<file path="src/hdl/assert_macros.svh">
// ----------------------------------------------------------------------------
// assert_macros.svh
// Assertion shorthands shared by the RTL; clocked on i_clk, off during reset.
// ----------------------------------------------------------------------------
`ifndef ASSERT_MACROS_SVH
`define ASSERT_MACROS_SVH

// Same-cycle implication.
`define VRDS_ASSERT_NOW(name, ante, cons) \
    name: assert property (@(posedge i_clk) disable iff (!i_rst_n) (ante) |-> (cons)) \
        else $error("assertion failed");

// Next-cycle implication.
`define VRDS_ASSERT_NEXT(name, ante, cons) \
    name: assert property (@(posedge i_clk) disable iff (!i_rst_n) (ante) |=> (cons)) \
        else $error("assertion failed");

`endif

</file>
<file path="src/hdl/vrds_pkg.sv">
// ----------------------------------------------------------------------------
// vrds_pkg
// Request and result types, codes and fixed constants of the ray stepper.
// ----------------------------------------------------------------------------
`default_nettype none

package vrds_pkg;

    typedef struct packed {
        logic [1:0]         operation;
        logic signed [23:0] origin_x;
        logic signed [23:0] origin_y;
        logic signed [23:0] origin_z;
        logic signed [15:0] dir_x;
        logic signed [15:0] dir_y;
        logic signed [15:0] dir_z;
        logic [3:0]         child_log_x;
        logic [3:0]         child_log_y;
        logic [3:0]         child_log_z;
    } t_in_item;

    typedef struct packed {
        logic signed [15:0] cell_x;
        logic signed [15:0] cell_y;
        logic signed [15:0] cell_z;
        logic [1:0]         last_axis;
        logic [31:0]        hit_distance;
        logic [15:0]        unit_steps_taken;
        logic               out_of_range;
        logic               steps_exhausted;
    } t_out_item;

    typedef enum logic [4:0] {
        S_IDLE,
        S_SQ,
        S_SQ_ACC,
        S_SQRT,
        S_UM,
        S_UM_DONE,
        S_DELTA_DONE,
        S_SIDE,
        S_DIV,
        S_STEP,
        S_SKIP,
        S_SKMUL,
        S_SKACC,
        S_SKPICK,
        S_SKLOOP,
        S_HIT,
        S_HIT_DONE,
        S_OUT
    } t_state;

    localparam logic [1:0] OP_START = 2'd0;
    localparam logic [1:0] OP_STEP  = 2'd1;
    localparam logic [1:0] OP_SKIP  = 2'd2;
    localparam logic [1:0] OP_NOP   = 2'd3;

    localparam logic [1:0] AX_X = 2'd0;
    localparam logic [1:0] AX_Y = 2'd1;
    localparam logic [1:0] AX_Z = 2'd2;

    localparam logic [1:0] CFG_MAX_DISTANCE = 2'd0;
    localparam logic [1:0] CFG_MAX_STEPS    = 2'd1;

    localparam int DIV_W      = 48;
    localparam int SQRT_ITER  = 16;
    localparam logic [31:0] ALL32 = 32'hFFFF_FFFF;

endpackage

`default_nettype wire

</file>
<file path="src/hdl/voxel_ray_dda_stepper.sv">
// ----------------------------------------------------------------------------
// voxel_ray_dda_stepper
// Fixed-point 3D voxel grid ray walker with unit steps and node skips.
// ----------------------------------------------------------------------------
// One request is taken at a time and gives one result. A start request
// squares the direction on a shared 32x16 multiplier, takes a 16-iteration
// square root, then per axis runs the shared restoring divider for the
// unit component and, if that is nonzero, again for the delta distance.
// Most of a unit step is the divider that forms the hit distance. A node
// skip walks at most 4 << MAX_CHILD_LOG unit steps. The next request
// is taken while a finished result still waits in the output register.
`default_nettype none
`include "assert_macros.svh"

module voxel_ray_dda_stepper #(
    parameter int MAX_CHILD_LOG = 7
) (
    input  wire                  i_clk,
    input  wire                  i_rst_n,
    input  wire                  i_in_valid,
    output logic                 o_in_ready,
    input  vrds_pkg::t_in_item   i_in_item,
    output logic                 o_out_valid,
    input  wire                  i_out_ready,
    output vrds_pkg::t_out_item  o_out_item,
    input  wire                  i_cfg_valid,
    output logic                 o_cfg_ready,
    input  wire [1:0]            i_cfg_index,
    input  wire [31:0]           i_cfg_data
);
    import vrds_pkg::*;

    localparam int SKIP_CAP = 4 << MAX_CHILD_LOG;
    localparam int SKIP_W   = $clog2(SKIP_CAP + 1);

    // Axis with the smallest distance; x wins only when strictly smallest, a y-z tie goes to z.
    function automatic logic [1:0] f_pick(input logic [31:0] d0, input logic [31:0] d1,
                                          input logic [31:0] d2);
        if (d0 < d1 && d0 < d2) begin
            return AX_X;
        end
        if (d1 < d2) begin
            return AX_Y;
        end
        return AX_Z;
    endfunction

    // Control and architectural state
    t_state               r_state, n_state;
    t_state               r_ret, n_ret;
    logic [31:0]          r_maxd, n_maxd;
    logic [15:0]          r_maxs, n_maxs;
    logic signed [23:0]   r_org [3], n_org [3];
    logic signed [15:0]   r_udir [3], n_udir [3];
    logic [31:0]          r_delta [3], n_delta [3];
    logic [31:0]          r_side [3], n_side [3];
    logic [15:0]          r_cell [3], n_cell [3];
    logic                 r_neg [3], n_neg [3];
    logic [1:0]           r_crossed, n_crossed;
    logic [15:0]          r_adv, n_adv;
    logic                 r_o_valid, n_o_valid;

    // Working registers
    t_in_item             r_item, n_item;
    t_out_item            r_o_item, n_o_item;
    logic [1:0]           r_idx, n_idx;
    logic [5:0]           r_cnt, n_cnt;
    logic [31:0]          r_acc, n_acc;
    logic [31:0]          r_sv, n_sv;
    logic [31:0]          r_sr, n_sr;
    logic [31:0]          r_sb, n_sb;
    logic [DIV_W-1:0]     r_dq, n_dq;
    logic [15:0]          r_rem, n_rem;
    logic [15:0]          r_dvs, n_dvs;
    logic [47:0]          r_prod;
    logic [31:0]          r_mul [3], n_mul [3];
    logic [15:0]          r_ns [3], n_ns [3];
    logic [1:0]           r_sk_ax, n_sk_ax;
    logic [15:0]          r_target, n_target;
    logic [SKIP_W-1:0]    r_steps, n_steps;
    logic [31:0]          r_hit, n_hit;

    // Shared multiplier operands
    logic [31:0]          w_ma;
    logic [15:0]          w_mb;

    // Per-axis views of the held request
    logic signed [23:0]   w_org_in [3];
    logic signed [15:0]   w_dir_in [3];
    logic [3:0]           w_log_in [3];
    logic [15:0]          w_dmag [3];

    // Unit step
    logic [1:0]           w_ax;
    logic [32:0]          w_side_sum;
    logic [31:0]          w_step_side;
    logic [15:0]          w_step_cell;
    logic                 w_do_step;

    // Divider and square root steps
    logic [16:0]          w_dtmp;
    logic                 w_dge;
    logic [16:0]          w_drem;
    logic [32:0]          w_rb;

    // Node skip boundary counts
    logic [15:0]          w_ns [3];
    logic                 w_bnd;

    // Hit distance
    logic [1:0]           w_hax;
    logic signed [15:0]   w_u;
    logic signed [25:0]   w_num;
    logic [25:0]          w_num_abs;
    logic [15:0]          w_u_abs;

    logic [15:0]          w_um;
    logic [15:0]          w_side_fac;
    logic [31:0]          w_steps32;

    assign o_in_ready  = (r_state == S_IDLE);
    assign o_out_valid = r_o_valid;
    assign o_out_item  = r_o_item;
    assign o_cfg_ready = 1'b1;

    always_comb begin
        w_org_in[0] = r_item.origin_x;
        w_org_in[1] = r_item.origin_y;
        w_org_in[2] = r_item.origin_z;
        w_dir_in[0] = r_item.dir_x;
        w_dir_in[1] = r_item.dir_y;
        w_dir_in[2] = r_item.dir_z;
        w_log_in[0] = r_item.child_log_x;
        w_log_in[1] = r_item.child_log_y;
        w_log_in[2] = r_item.child_log_z;
        for (int a = 0; a < 3; a++) begin
            w_dmag[a] = w_dir_in[a][15] ? (16'd0 - w_dir_in[a]) : w_dir_in[a];
        end
    end

    // Unit step along the axis with the smallest side distance
    always_comb begin
        w_ax        = f_pick(r_side[0], r_side[1], r_side[2]);
        w_side_sum  = {1'b0, r_side[w_ax]} + {1'b0, r_delta[w_ax]};
        w_step_side = w_side_sum[32] ? ALL32 : w_side_sum[31:0];
        w_step_cell = r_cell[w_ax] + (r_neg[w_ax] ? 16'hFFFF : 16'd1);
    end

    // One restoring divide bit and one square root digit per cycle
    always_comb begin
        w_dtmp = {r_rem, r_dq[DIV_W-1]};
        w_dge  = (w_dtmp >= {1'b0, r_dvs});
        w_drem = w_dge ? (w_dtmp - {1'b0, r_dvs}) : w_dtmp;
        w_rb   = {1'b0, r_sr} + {1'b0, r_sb};
    end

    // Distance to the node boundary per axis, in cells
    always_comb begin
        logic [3:0]  lg;
        logic [15:0] ext;
        logic [15:0] low;
        w_bnd = 1'b0;
        for (int a = 0; a < 3; a++) begin
            lg  = (32'(w_log_in[a]) > MAX_CHILD_LOG) ? 4'(MAX_CHILD_LOG) : w_log_in[a];
            ext = 16'd1 << lg;
            low = r_cell[a] & (ext - 16'd1);
            if (r_neg[a]) begin
                w_ns[a] = low;
                if (low == 16'd0) begin
                    w_bnd = 1'b1;
                end
            end else begin
                w_ns[a] = ext - low;
            end
        end
    end

    // Hit distance numerator on the crossed axis
    always_comb begin
        w_hax     = (r_crossed == AX_Z || r_crossed == 2'd3) ? AX_Z : r_crossed;
        w_u       = r_udir[w_hax];
        w_num     = $signed({{2{r_cell[w_hax][15]}}, r_cell[w_hax], 8'd0})
                  - $signed({{2{r_org[w_hax][23]}}, r_org[w_hax]})
                  + (r_neg[w_hax] ? 26'sd256 : 26'sd0);
        w_num_abs = w_num[25] ? (26'd0 - w_num) : w_num;
        w_u_abs   = w_u[15] ? (16'd0 - w_u) : w_u;
    end

    always_comb begin
        w_um       = (r_sr[15:0] == 16'd0) ? 16'd0 : r_dq[15:0];
        w_side_fac = r_neg[r_idx] ? {8'd0, w_org_in[r_idx][7:0]}
                                  : 16'd256 - {8'd0, w_org_in[r_idx][7:0]};
        w_steps32  = 32'(r_steps);
    end

    // Sequencer: next state and datapath control
    always_comb begin
        n_state   = r_state;
        n_ret     = r_ret;
        n_maxd    = r_maxd;
        n_maxs    = r_maxs;
        n_org     = r_org;
        n_udir    = r_udir;
        n_delta   = r_delta;
        n_side    = r_side;
        n_cell    = r_cell;
        n_neg     = r_neg;
        n_crossed = r_crossed;
        n_adv     = r_adv;
        n_o_valid = r_o_valid;
        n_item    = r_item;
        n_o_item  = r_o_item;
        n_idx     = r_idx;
        n_cnt     = r_cnt;
        n_acc     = r_acc;
        n_sv      = r_sv;
        n_sr      = r_sr;
        n_sb      = r_sb;
        n_dq      = r_dq;
        n_rem     = r_rem;
        n_dvs     = r_dvs;
        n_mul     = r_mul;
        n_ns      = r_ns;
        n_sk_ax   = r_sk_ax;
        n_target  = r_target;
        n_steps   = r_steps;
        n_hit     = r_hit;
        w_ma      = 32'd0;
        w_mb      = 16'd0;
        w_do_step = 1'b0;

        if (r_o_valid && i_out_ready) begin
            n_o_valid = 1'b0;
        end

        if (i_cfg_valid) begin
            unique case (i_cfg_index)
                CFG_MAX_DISTANCE: n_maxd = i_cfg_data;
                CFG_MAX_STEPS:    n_maxs = i_cfg_data[15:0];
                default: ;
            endcase
        end

        unique case (r_state)
            S_IDLE: begin
                if (i_in_valid) begin
                    n_item  = i_in_item;
                    n_steps = '0;
                    n_hit   = 32'd0;
                    n_idx   = 2'd0;
                    unique case (i_in_item.operation)
                        OP_START: begin
                            n_acc     = 32'd0;
                            n_crossed = AX_X;
                            n_adv     = 16'd0;
                            n_state   = S_SQ;
                        end
                        OP_STEP, OP_SKIP: begin
                            if (r_adv != 16'hFFFF) begin
                                n_adv = r_adv + 16'd1;
                            end
                            n_state = (i_in_item.operation == OP_STEP) ? S_STEP : S_SKIP;
                        end
                        default: n_state = S_HIT;
                    endcase
                end
            end
            S_SQ: begin
                w_ma    = {16'd0, w_dmag[r_idx]};
                w_mb    = w_dmag[r_idx];
                n_state = S_SQ_ACC;
            end
            S_SQ_ACC: begin
                n_acc = r_acc + r_prod[31:0];
                if (r_idx == AX_Z) begin
                    n_sv    = r_acc + r_prod[31:0];
                    n_sr    = 32'd0;
                    n_sb    = 32'h4000_0000;
                    n_cnt   = 6'd0;
                    n_idx   = 2'd0;
                    n_state = S_SQRT;
                end else begin
                    n_idx   = r_idx + 2'd1;
                    n_state = S_SQ;
                end
            end
            S_SQRT: begin
                if ({1'b0, r_sv} >= w_rb) begin
                    n_sv = r_sv - w_rb[31:0];
                    n_sr = (r_sr >> 1) + r_sb;
                end else begin
                    n_sr = r_sr >> 1;
                end
                n_sb  = r_sb >> 2;
                n_cnt = r_cnt + 6'd1;
                if (r_cnt == 6'(SQRT_ITER - 1)) begin
                    n_state = S_UM;
                end
            end
            S_UM: begin
                // unit component = |d| * 2^14 / length
                n_dq    = DIV_W'({w_dmag[r_idx], 14'd0});
                n_rem   = 16'd0;
                n_dvs   = r_sr[15:0];
                n_cnt   = 6'd0;
                n_ret   = S_UM_DONE;
                n_state = S_DIV;
            end
            S_DIV: begin
                n_rem = w_drem[15:0];
                n_dq  = {r_dq[DIV_W-2:0], w_dge};
                n_cnt = r_cnt + 6'd1;
                if (r_cnt == 6'(DIV_W - 1)) begin
                    n_state = r_ret;
                end
            end
            S_UM_DONE: begin
                n_org[r_idx]  = w_org_in[r_idx];
                n_cell[r_idx] = w_org_in[r_idx][23:8];
                n_neg[r_idx]  = (w_um != 16'd0) && w_dir_in[r_idx][15];
                n_udir[r_idx] = ((w_um != 16'd0) && w_dir_in[r_idx][15]) ? (16'd0 - w_um) : w_um;
                if (w_um == 16'd0) begin
                    // flat axis saturates and wins a compare only on a tie of saturated distances
                    n_delta[r_idx] = ALL32;
                    n_side[r_idx]  = ALL32;
                    if (r_idx == AX_Z) begin
                        n_state = S_OUT;
                    end else begin
                        n_idx   = r_idx + 2'd1;
                        n_state = S_UM;
                    end
                end else begin
                    n_dq    = DIV_W'(32'h4000_0000);
                    n_rem   = 16'd0;
                    n_dvs   = w_um;
                    n_cnt   = 6'd0;
                    n_ret   = S_DELTA_DONE;
                    n_state = S_DIV;
                end
            end
            S_DELTA_DONE: begin
                n_delta[r_idx] = r_dq[31:0];
                w_ma           = r_dq[31:0];
                w_mb           = w_side_fac;
                n_state        = S_SIDE;
            end
            S_SIDE: begin
                n_side[r_idx] = r_prod[39:8];
                if (r_idx == AX_Z) begin
                    n_state = S_OUT;
                end else begin
                    n_idx   = r_idx + 2'd1;
                    n_state = S_UM;
                end
            end
            S_STEP: begin
                w_do_step = 1'b1;
                n_steps   = SKIP_W'(1);
                n_state   = S_HIT;
            end
            S_SKIP: begin
                if (w_bnd) begin
                    // sitting on a node face backward: one plain step
                    w_do_step = 1'b1;
                    n_steps   = SKIP_W'(1);
                    n_state   = S_HIT;
                end else begin
                    n_ns    = w_ns;
                    n_idx   = 2'd0;
                    n_state = S_SKMUL;
                end
            end
            S_SKMUL: begin
                w_ma    = r_delta[r_idx];
                w_mb    = r_ns[r_idx];
                n_state = S_SKACC;
            end
            S_SKACC: begin
                n_mul[r_idx] = (r_prod[47:32] != 16'd0) ? ALL32 : r_prod[31:0];
                if (r_idx == AX_Z) begin
                    n_state = S_SKPICK;
                end else begin
                    n_idx   = r_idx + 2'd1;
                    n_state = S_SKMUL;
                end
            end
            S_SKPICK: begin
                n_sk_ax  = f_pick(r_mul[0], r_mul[1], r_mul[2]);
                n_target = r_neg[f_pick(r_mul[0], r_mul[1], r_mul[2])]
                         ? r_cell[f_pick(r_mul[0], r_mul[1], r_mul[2])]
                           - r_ns[f_pick(r_mul[0], r_mul[1], r_mul[2])]
                         : r_cell[f_pick(r_mul[0], r_mul[1], r_mul[2])]
                           + r_ns[f_pick(r_mul[0], r_mul[1], r_mul[2])];
                n_state  = S_SKLOOP;
            end
            S_SKLOOP: begin
                if (r_cell[r_sk_ax] != r_target && w_steps32 < 32'(SKIP_CAP)) begin
                    w_do_step = 1'b1;
                    n_steps   = r_steps + SKIP_W'(1);
                end else begin
                    n_state = S_HIT;
                end
            end
            S_HIT: begin
                if (w_u == 16'sd0) begin
                    n_hit   = ALL32;
                    n_state = S_OUT;
                end else if (w_num == 26'sd0 || (w_num[25] != w_u[15])) begin
                    n_hit   = 32'd0;
                    n_state = S_OUT;
                end else begin
                    n_dq    = {1'b0, w_num_abs[24:0], 22'd0};
                    n_rem   = 16'd0;
                    n_dvs   = w_u_abs;
                    n_cnt   = 6'd0;
                    n_ret   = S_HIT_DONE;
                    n_state = S_DIV;
                end
            end
            S_HIT_DONE: begin
                n_hit   = (r_dq[47:32] != 16'd0) ? ALL32 : r_dq[31:0];
                n_state = S_OUT;
            end
            S_OUT: begin
                // hold until the output register is free
                if (!r_o_valid || i_out_ready) begin
                    n_o_item.cell_x           = r_cell[0];
                    n_o_item.cell_y           = r_cell[1];
                    n_o_item.cell_z           = r_cell[2];
                    n_o_item.last_axis        = r_crossed;
                    n_o_item.hit_distance     = r_hit;
                    n_o_item.unit_steps_taken = (w_steps32 > 32'h0000_FFFF) ? 16'hFFFF
                                                                            : w_steps32[15:0];
                    n_o_item.out_of_range     = (r_hit >= r_maxd);
                    n_o_item.steps_exhausted  = (r_adv >= r_maxs);
                    n_o_valid                 = 1'b1;
                    n_state                   = S_IDLE;
                end
            end
            default: n_state = S_IDLE;
        endcase

        if (w_do_step) begin
            n_side[w_ax] = w_step_side;
            n_cell[w_ax] = w_step_cell;
            n_crossed    = w_ax;
        end
    end

    // Control and ray state
    always_ff @(posedge i_clk) begin
        if (!i_rst_n) begin
            r_state   <= S_IDLE;
            r_ret     <= S_IDLE;
            r_maxd    <= 32'h0100_0000;
            r_maxs    <= 16'd1024;
            r_crossed <= AX_X;
            r_adv     <= 16'd0;
            r_o_valid <= 1'b0;
            for (int a = 0; a < 3; a++) begin
                r_org[a]   <= '0;
                r_udir[a]  <= '0;
                r_delta[a] <= ALL32;
                r_side[a]  <= ALL32;
                r_cell[a]  <= 16'd0;
                r_neg[a]   <= 1'b0;
            end
        end else begin
            r_state   <= n_state;
            r_ret     <= n_ret;
            r_maxd    <= n_maxd;
            r_maxs    <= n_maxs;
            r_crossed <= n_crossed;
            r_adv     <= n_adv;
            r_o_valid <= n_o_valid;
            r_org     <= n_org;
            r_udir    <= n_udir;
            r_delta   <= n_delta;
            r_side    <= n_side;
            r_cell    <= n_cell;
            r_neg     <= n_neg;
        end
    end

    // Datapath registers
    always_ff @(posedge i_clk) begin
        r_item   <= n_item;
        r_o_item <= n_o_item;
        r_idx    <= n_idx;
        r_cnt    <= n_cnt;
        r_acc    <= n_acc;
        r_sv     <= n_sv;
        r_sr     <= n_sr;
        r_sb     <= n_sb;
        r_dq     <= n_dq;
        r_rem    <= n_rem;
        r_dvs    <= n_dvs;
        r_prod   <= w_ma * w_mb;
        r_mul    <= n_mul;
        r_ns     <= n_ns;
        r_sk_ax  <= n_sk_ax;
        r_target <= n_target;
        r_steps  <= n_steps;
        r_hit    <= n_hit;
    end

    `VRDS_ASSERT_NEXT(a_busy_after_accept, i_in_valid && o_in_ready, !o_in_ready)
    `VRDS_ASSERT_NOW(a_crossed_axis_legal, 1'b1, r_crossed != 2'd3)
    `VRDS_ASSERT_NOW(a_flat_axis_delta, r_udir[0] == 16'sd0, r_delta[0] == ALL32)

endmodule

`default_nettype wire

</file>
<file path="config.mk">
export PLATFORM = sky130hd
export DESIGN_NAME = voxel_ray_dda_stepper
export DESIGN_NICKNAME = d
export VERILOG_FILES = /design/src/hdl/vrds_pkg.sv /design/src/hdl/voxel_ray_dda_stepper.sv
export VERILOG_INCLUDE_DIRS = /design/src /design/src/hdl
export SDC_FILE = /design/constraint.sdc
export NUM_CORES = 2
export LEC_CHECK = 0
export ABC_CLOCK_PERIOD_IN_PS = 17760
export BUFFER_PORTS_ARGS = -buffer_cell sky130_fd_sc_hd__clkbuf_2
export CORE_MARGIN = 2
export CORE_UTILIZATION = 60
export DETAILED_ROUTE_END_ITERATION = 12
export PLACE_DENSITY = 0.87
export SETUP_SLACK_MARGIN = 0.15
export SYNTH_ARGS = -nofsm -noshare
export SYNTH_HDL_FRONTEND = slang
export SYNTH_SLANG_ARGS = --single-unit
</file>
<file path="constraint.sdc">
create_clock -name i_clk -period 17.76 [get_ports i_clk]
set_input_delay 2.664 -clock i_clk [delete_from_list [all_inputs] [get_ports i_clk]]
set_output_delay 2.664 -clock i_clk [all_outputs]
set_load 0.02 [all_outputs]
</file>
Word-level counts from Yosys, hierarchy flattened
Cells that the tools add are included.
- register bits: 1140
- input bits: 173
- word-level logic and storage cells: 434
- add/sub/neg operators: 28
- $mul: 1
- $lt $le $gt $ge: 22
- eq/ne operators: 45
- shift operators: 3
- mux-type cells: 203
- bitwise logic cells: 11
- reduce and logical (&&, ||, !) cells: 58
- operators by type and width (kind ; number):
    32-bit 2-to-1 mux ; 21
    16-bit 2-to-1 mux ; 41
    96-bit bitwise mux ; 4
    96-bit one-hot mux with 2 select lines ; 2
    16-bit binary-select mux with 2-bit select ; 9
    96-bit 2-to-1 mux ; 3
    32-bit one-hot mux with 2 select lines ; 4
    48-bit 2-to-1 mux ; 5
    32-bit binary-select mux with 2-bit select ; 3
    32-bit < comparator ; 6
    96-bit bitwise OR ; 2
    32-bit one-hot mux with 3 select lines ; 2
    48-bit one-hot mux with 4 select lines ; 1
    48-bit bitwise mux ; 3
    32-bit demux with 2-bit select ; 2
    24-bit 2-to-1 mux ; 5
    24-bit binary-select mux with 2-bit select ; 2
    16-bit zero test ; 6
    16-bit one-hot mux with 3 select lines ; 2
    5-bit one-hot mux with 18 select lines ; 1
    1-bit by 16-bit subtractor with 16-bit output, first input constant ; 5
    16-bit subtractor ; 5
    72-bit bitwise mux ; 1
    32-bit by 32-bit adder with 33-bit output ; 2
    80 further kinds ; 234

Depth between registers and ports, before layout
- depth after elaboration: 16
- depth in mapped cells: 37
- depth with buffers taken out: 35

Worst setup path after synthesis
Ideal clock, no wire load.
- path kind: register to register
- from: register r_idx[0]
- to: register r_prod[45]
- library setup time: 64 ps
- arrival: 8934 ps
- setup slack: 8763 ps
- stages on the path, launching flop included: 35
- path buffers: 3
- period minus slack after synthesis: 8997 ps
- cell sequence: edfxtp_1 > clkbuf_1 > buf_1 > mux2i_1 > nor2_1 > a21oi_1 > ha_1 > and3_1 > nor2_1 > xnor2_1 > a221oi_1 > clkbuf_1 > nor2_1 > fa_1 > inv_1 > fa_1 > fa_1 > fa_1 > inv_1 > fa_1 > inv_1 > fa_1 > inv_1 > ha_1 > nand3_1 > o21ai_0 > a211oi_1 > nor3_1 > o41a_1 > o21ai_0 > o221a_2 > o21ai_1 > a221o_1 > or4_1 > nand4_1
- longest elaborated chain between the ends: 8
- ends and longest elaborated chain (item ; line ; RTL):
    start, declared ; voxel_ray_dda_stepper.sv:66 ; logic [1:0] r_idx, n_idx;
    start signal, assigned ; voxel_ray_dda_stepper.sv:489 ; r_idx <= n_idx;
    2-bit NOT with 3-bit output (not written as such) (*) ; -- ;
    24-bit binary-select mux with 2-bit select ; voxel_ray_dda_stepper.sv:191, voxel_ray_dda_stepper.sv:192 ;
    24-bit 2-to-1 mux (2 in a row) ; -- ;
    9-bit by 8-bit subtractor with 10-bit output ; voxel_ray_dda_stepper.sv:192 ; : 16'd256 - {8'd0, w_org_in[r_idx][7:0]};
    16-bit 2-to-1 mux ; voxel_ray_dda_stepper.sv:191 ; w_side_fac = r_neg[r_idx] ? {8'd0, w_org_in[r_idx][7:0]}
    16-bit one-hot mux with 3 select lines ; voxel_ray_dda_stepper.sv:244 ; unique case (r_state)
    32-bit by 16-bit multiplier with 48-bit output (*) ; voxel_ray_dda_stepper.sv:498 ; r_prod <= w_ma * w_mb;
    end signal, assigned ; voxel_ray_dda_stepper.sv:498 ;
    end, declared ; voxel_ray_dda_stepper.sv:75 ; logic [47:0] r_prod;
Mark *: on every way between the ends. The rest lies on a longest branch, timed or not. The select of a mux whose other input is x is not followed.
A chain may end at the register's enable or synchronous reset.

Final worst setup path
Ends and elaborated chain as after synthesis.

==> metrics.md <==
| Metric | Value |
|---|---|
| WP data arrival | 10.99 ns |
| Reg2reg path depth | 35 |
| Clock Skews | 0.109 ns |
| Post-DRT Antenna Nets | 0 |
| Hold path endpoint | r_udir[7] |
| DRC violations left | 0 |
| Count of final hold-check violations | 0 |
| Worst-Margin Slew | 1.45 ns |
| Area delta synth->final | 8.81% |
| Cell mode on critical path | fa_1 |
| Share of cells above drive strength 1 | 0.0846 |
| Nets | 10360 |
| Type of the worst min-delay path | reg2reg |
| Die height | 374 um |
| Clock share of power | 0.212 |
| Number of cells upsized or downsized after cts | 0 |
| Post-Syn Area | 0.0821 mm^2 |
| Most frequent cells in the layout | 1238 x nand2_1, 893 x nor2_1, 764 x inv_1 |
| Post CTS Setup Buffer Count | 0 |
| Via count | 72741 |
| Pwr dens | 137 mW/mm^2 |
| Worst slack, placed | 7.78 ns |
| EDFF count, synth | 630 |
| Total CTS buffers | 118 |
| CTS clk-pin slew, worst paths | 0.07 ns |
| Routability cong. | 1.04 |
| DRT Pass-1 Iters | 9 |
| Vias in the first global route | 70251 |
| Buffer depth of the longest clock path | 3 |
| Critical R2R Launch | r_idx[0] |
| Max_cap viols | 0 |
| Clock latency on the worst-skew pair | 0.81 ns |
| Crit path capture type | register |
| Routed wire length | 283000 um |
| First-pass GRT wire length | 422000 um |
| Die Area | 0.140 mm^2 |
| Sequential Power Share | 0.295 |
| Post-synthesis register bit count | 1117 |
| Slowest CP cell | buf_4 |
| Port bufs | 268 |
| Starting Density | 0.605 |
| CP bufs+invs | 8 |
| Hold_buf cts | 0 |
| Seq/Total Area, Yosys | 0.349 |
| Die Wd | 374 um |
| GRT Overall Usage | 0.394 |
| Setup TNS | 0 ns |
| Clock sink count | 1117 |
| Max-slew violations | 0 |
| Leak | 0.0378 uW |
| Post-synth top area cell | edfxtp_1 |
| Area contributors post-synth | edfxtp_1 23%, dfxtp_1 12%, fa_1 10%, ha_1 9.1%, nand2_1 5.7% |
| Comb pwr share | 0.493 |
| Top delay family on crit path | adder cells |
| Setup CP Type | reg2reg |
| GRT overflow | 0 |
| Post-Syn Instances | 9095 |
| Worst-path fanout max | 42 |
| Required time of the critical path | 18.44 ns |
| Switching portion of total power | 0.456 |
| # setup viols final | 0 |
| Status | complete, no violations |
| Crit path launch type | register |
| Max IR drop VDD | 0.189 mV |
| Power after layout | 12300 uW |
| Root Buffer | clkbuf_16 |
| FF-to-FF setup slack | 7.45 ns |
| Relative slew slack | 0.0236 |
| FMAX | 97.0 MHz |
| Fin crit share | 0.580 |
| Post-synthesis cell type count | 106 |
| Top_reg_cell synth | edfxtp_1 |
| Largest net degree at the start of global routing | 98 |
| Internal Power | 6670 uW |
| Net Switching | 5590 uW |
| Core area | 0.136 mm^2 |
| Min-delay src | r_udir[7] |
| YS warnings | 0 |
| Cells on Worst Hold Path | 2 |
| Fin crit period | 10.31 ns |
| Synth top area share | 0.230 |
| H-Tree Depth | 3 |
| Synth async-reset ratio | 0 |
| Setup slack after layout | 7.45 ns |
| Largest stage delay, worst path | 0.72 ns |
| Row count | 135 |
| Syn_area_per_cell | 9.03 um^2 |
| Commonest non-fill, non-tap cell in the layout | nand2_1 |
| CTS tree | built |
| Non-Filler Instances | 11055 |
| Drt initial violations | 10196 |
| # IOs | 276 |
| RSZ-0062 raised after global routing | false |
| Initial antenna violation count | 15 |
| Number of placed cells counting well taps | 10823 |
| Vias per cell | 6.58 |
| Detail Placement HPWL | 208000 um |
| R2R Path End | r_prod[45] |
| WL per Instance | 25.6 um |
## Yosys cell counts, types with 30 or more instances
master and number:
buf_2 39, a21oi_1 618, or3_1 38, o22ai_1 122
and3_1 51, inv_1 766, edfxtp_1 630, or2_2 60
clkbuf_1 401, o211ai_1 86, mux2i_1 254, a211oi_1 111
and2_1 86, nor3_1 80, nand2_1 1242, a31oi_1 70
a22oi_1 39, nor2b_1 75, nor2_1 902, o21ai_0 454
nor4_1 37, nand3_1 125, a21o_1 132, dfxtp_1 487
fa_1 428, a221oi_1 30, xor2_1 169, o21a_1 56
xnor2_1 235, nand4_1 69, nand2b_1 59, buf_1 31
a32oi_1 68, ha_1 597, o21bai_1 47
## routing by layer
metal | vias to the layer above | track usage | share of wire
li1 | 31839 | - | -
met1 | 34494 | 0.497 | 0.36
met2 | 5228 | 0.576 | 0.42
met3 | 1170 | 0.137 | 0.15
met4 | 10 | 0.253 | 0.077
met5 | - | 0.00274 | 0.00041
## through the flow
step	hold WS, ns	utilization	cell area [um^2]
2_1_floorplan	0.403	-	82100
3_3_place_gp	0.439	0.628	85200
3_5_place_dp	0.446	0.628	85200
4_1_cts	0.454	0.658	89300
5_1_grt	0.473	0.658	89300
6_report	0.457	0.659	89300
## flip-flops by register name, summed over array words and instances (netlist names), 32 cells and up
name,cells
r_udir,48
r_acc,32
r_ns,48
r_item,132
r_sv,32
r_dq,48
r_hit,32
r_cell,48
r_delta,96
r_sr,32
o_out_item,94
r_mul,96
r_org,72
r_prod,48
r_maxd,32
r_side,96
## power by group through the flow
stage / Combinational, uW / Clock, uW / Sequential [uW]
2_1_floorplan: 4050 / 0 / 3420
3_3_place_gp: 5600 / 0 / 3610
3_5_place_dp: 5740 / 0 / 3630
4_1_cts: 5780 / 2610 / 3570
5_1_grt: 6400 / 2710 / 3610
6_report: 6040 / 2600 / 3610
## worst max-delay path by stage
| stage | cells past startpoint | to | startpoint | slack (ns) |
|---|---|---|---|---|
| final | 35 | r_prod[45] | r_idx[0] | 7.45 |
| after CTS | 35 | r_prod[45] | r_idx[0] | 7.65 |
| after detailed placement | 35 | r_prod[45] | r_idx[0] | 7.78 |
| after global placement | 35 | r_prod[45] | r_idx[0] | 7.94 |
| after global routing | 35 | r_prod[45] | r_idx[0] | 7.18 |
| after floorplan | 34 | r_prod[45] | r_idx[0] | 8.76 |
## worst reg2reg max path: cells and delay by family, from the launching register on
kind | cells | cell delay, ns
AOI/OAI and AO/OA | 9 | 2.61
xor gates and xnor gates | 1 | 0.20
adders and majority gates | 8 | 3.52
buffers and inverters | 8 | 1.90
DFF | 1 | 0.35
muxes | 1 | 0.35
and+or+nand+nor | 8 | 1.23
## area by class of cell
| cell class | instances | area, um^2 |
|---|---|---|
| antenna | 8 | 20.0 |
| clock buffer | 167 | 3380 |
| clock inverter | 57 | 697 |
| fill | 10383 | 46300 |
| inverter | 769 | 2900 |
| multi-input combinational | 6732 | 48900 |
| sequential | 1117 | 28700 |
| tap | 1781 | 2230 |
| timing repair buffer | 424 | 2510 |
## kinds of logic after synthesis
family,synth area share
adders and majority gates,0.195
and+or+nand+nor,0.155
other,0.0000915
buffers and inverters,0.0587
AOI/OAI and AO/OA,0.166
muxes,0.0322
xor gates and xnor gates,0.0431
DFF,0.349
Note: power is estimated with default switching activity, not from simulation.
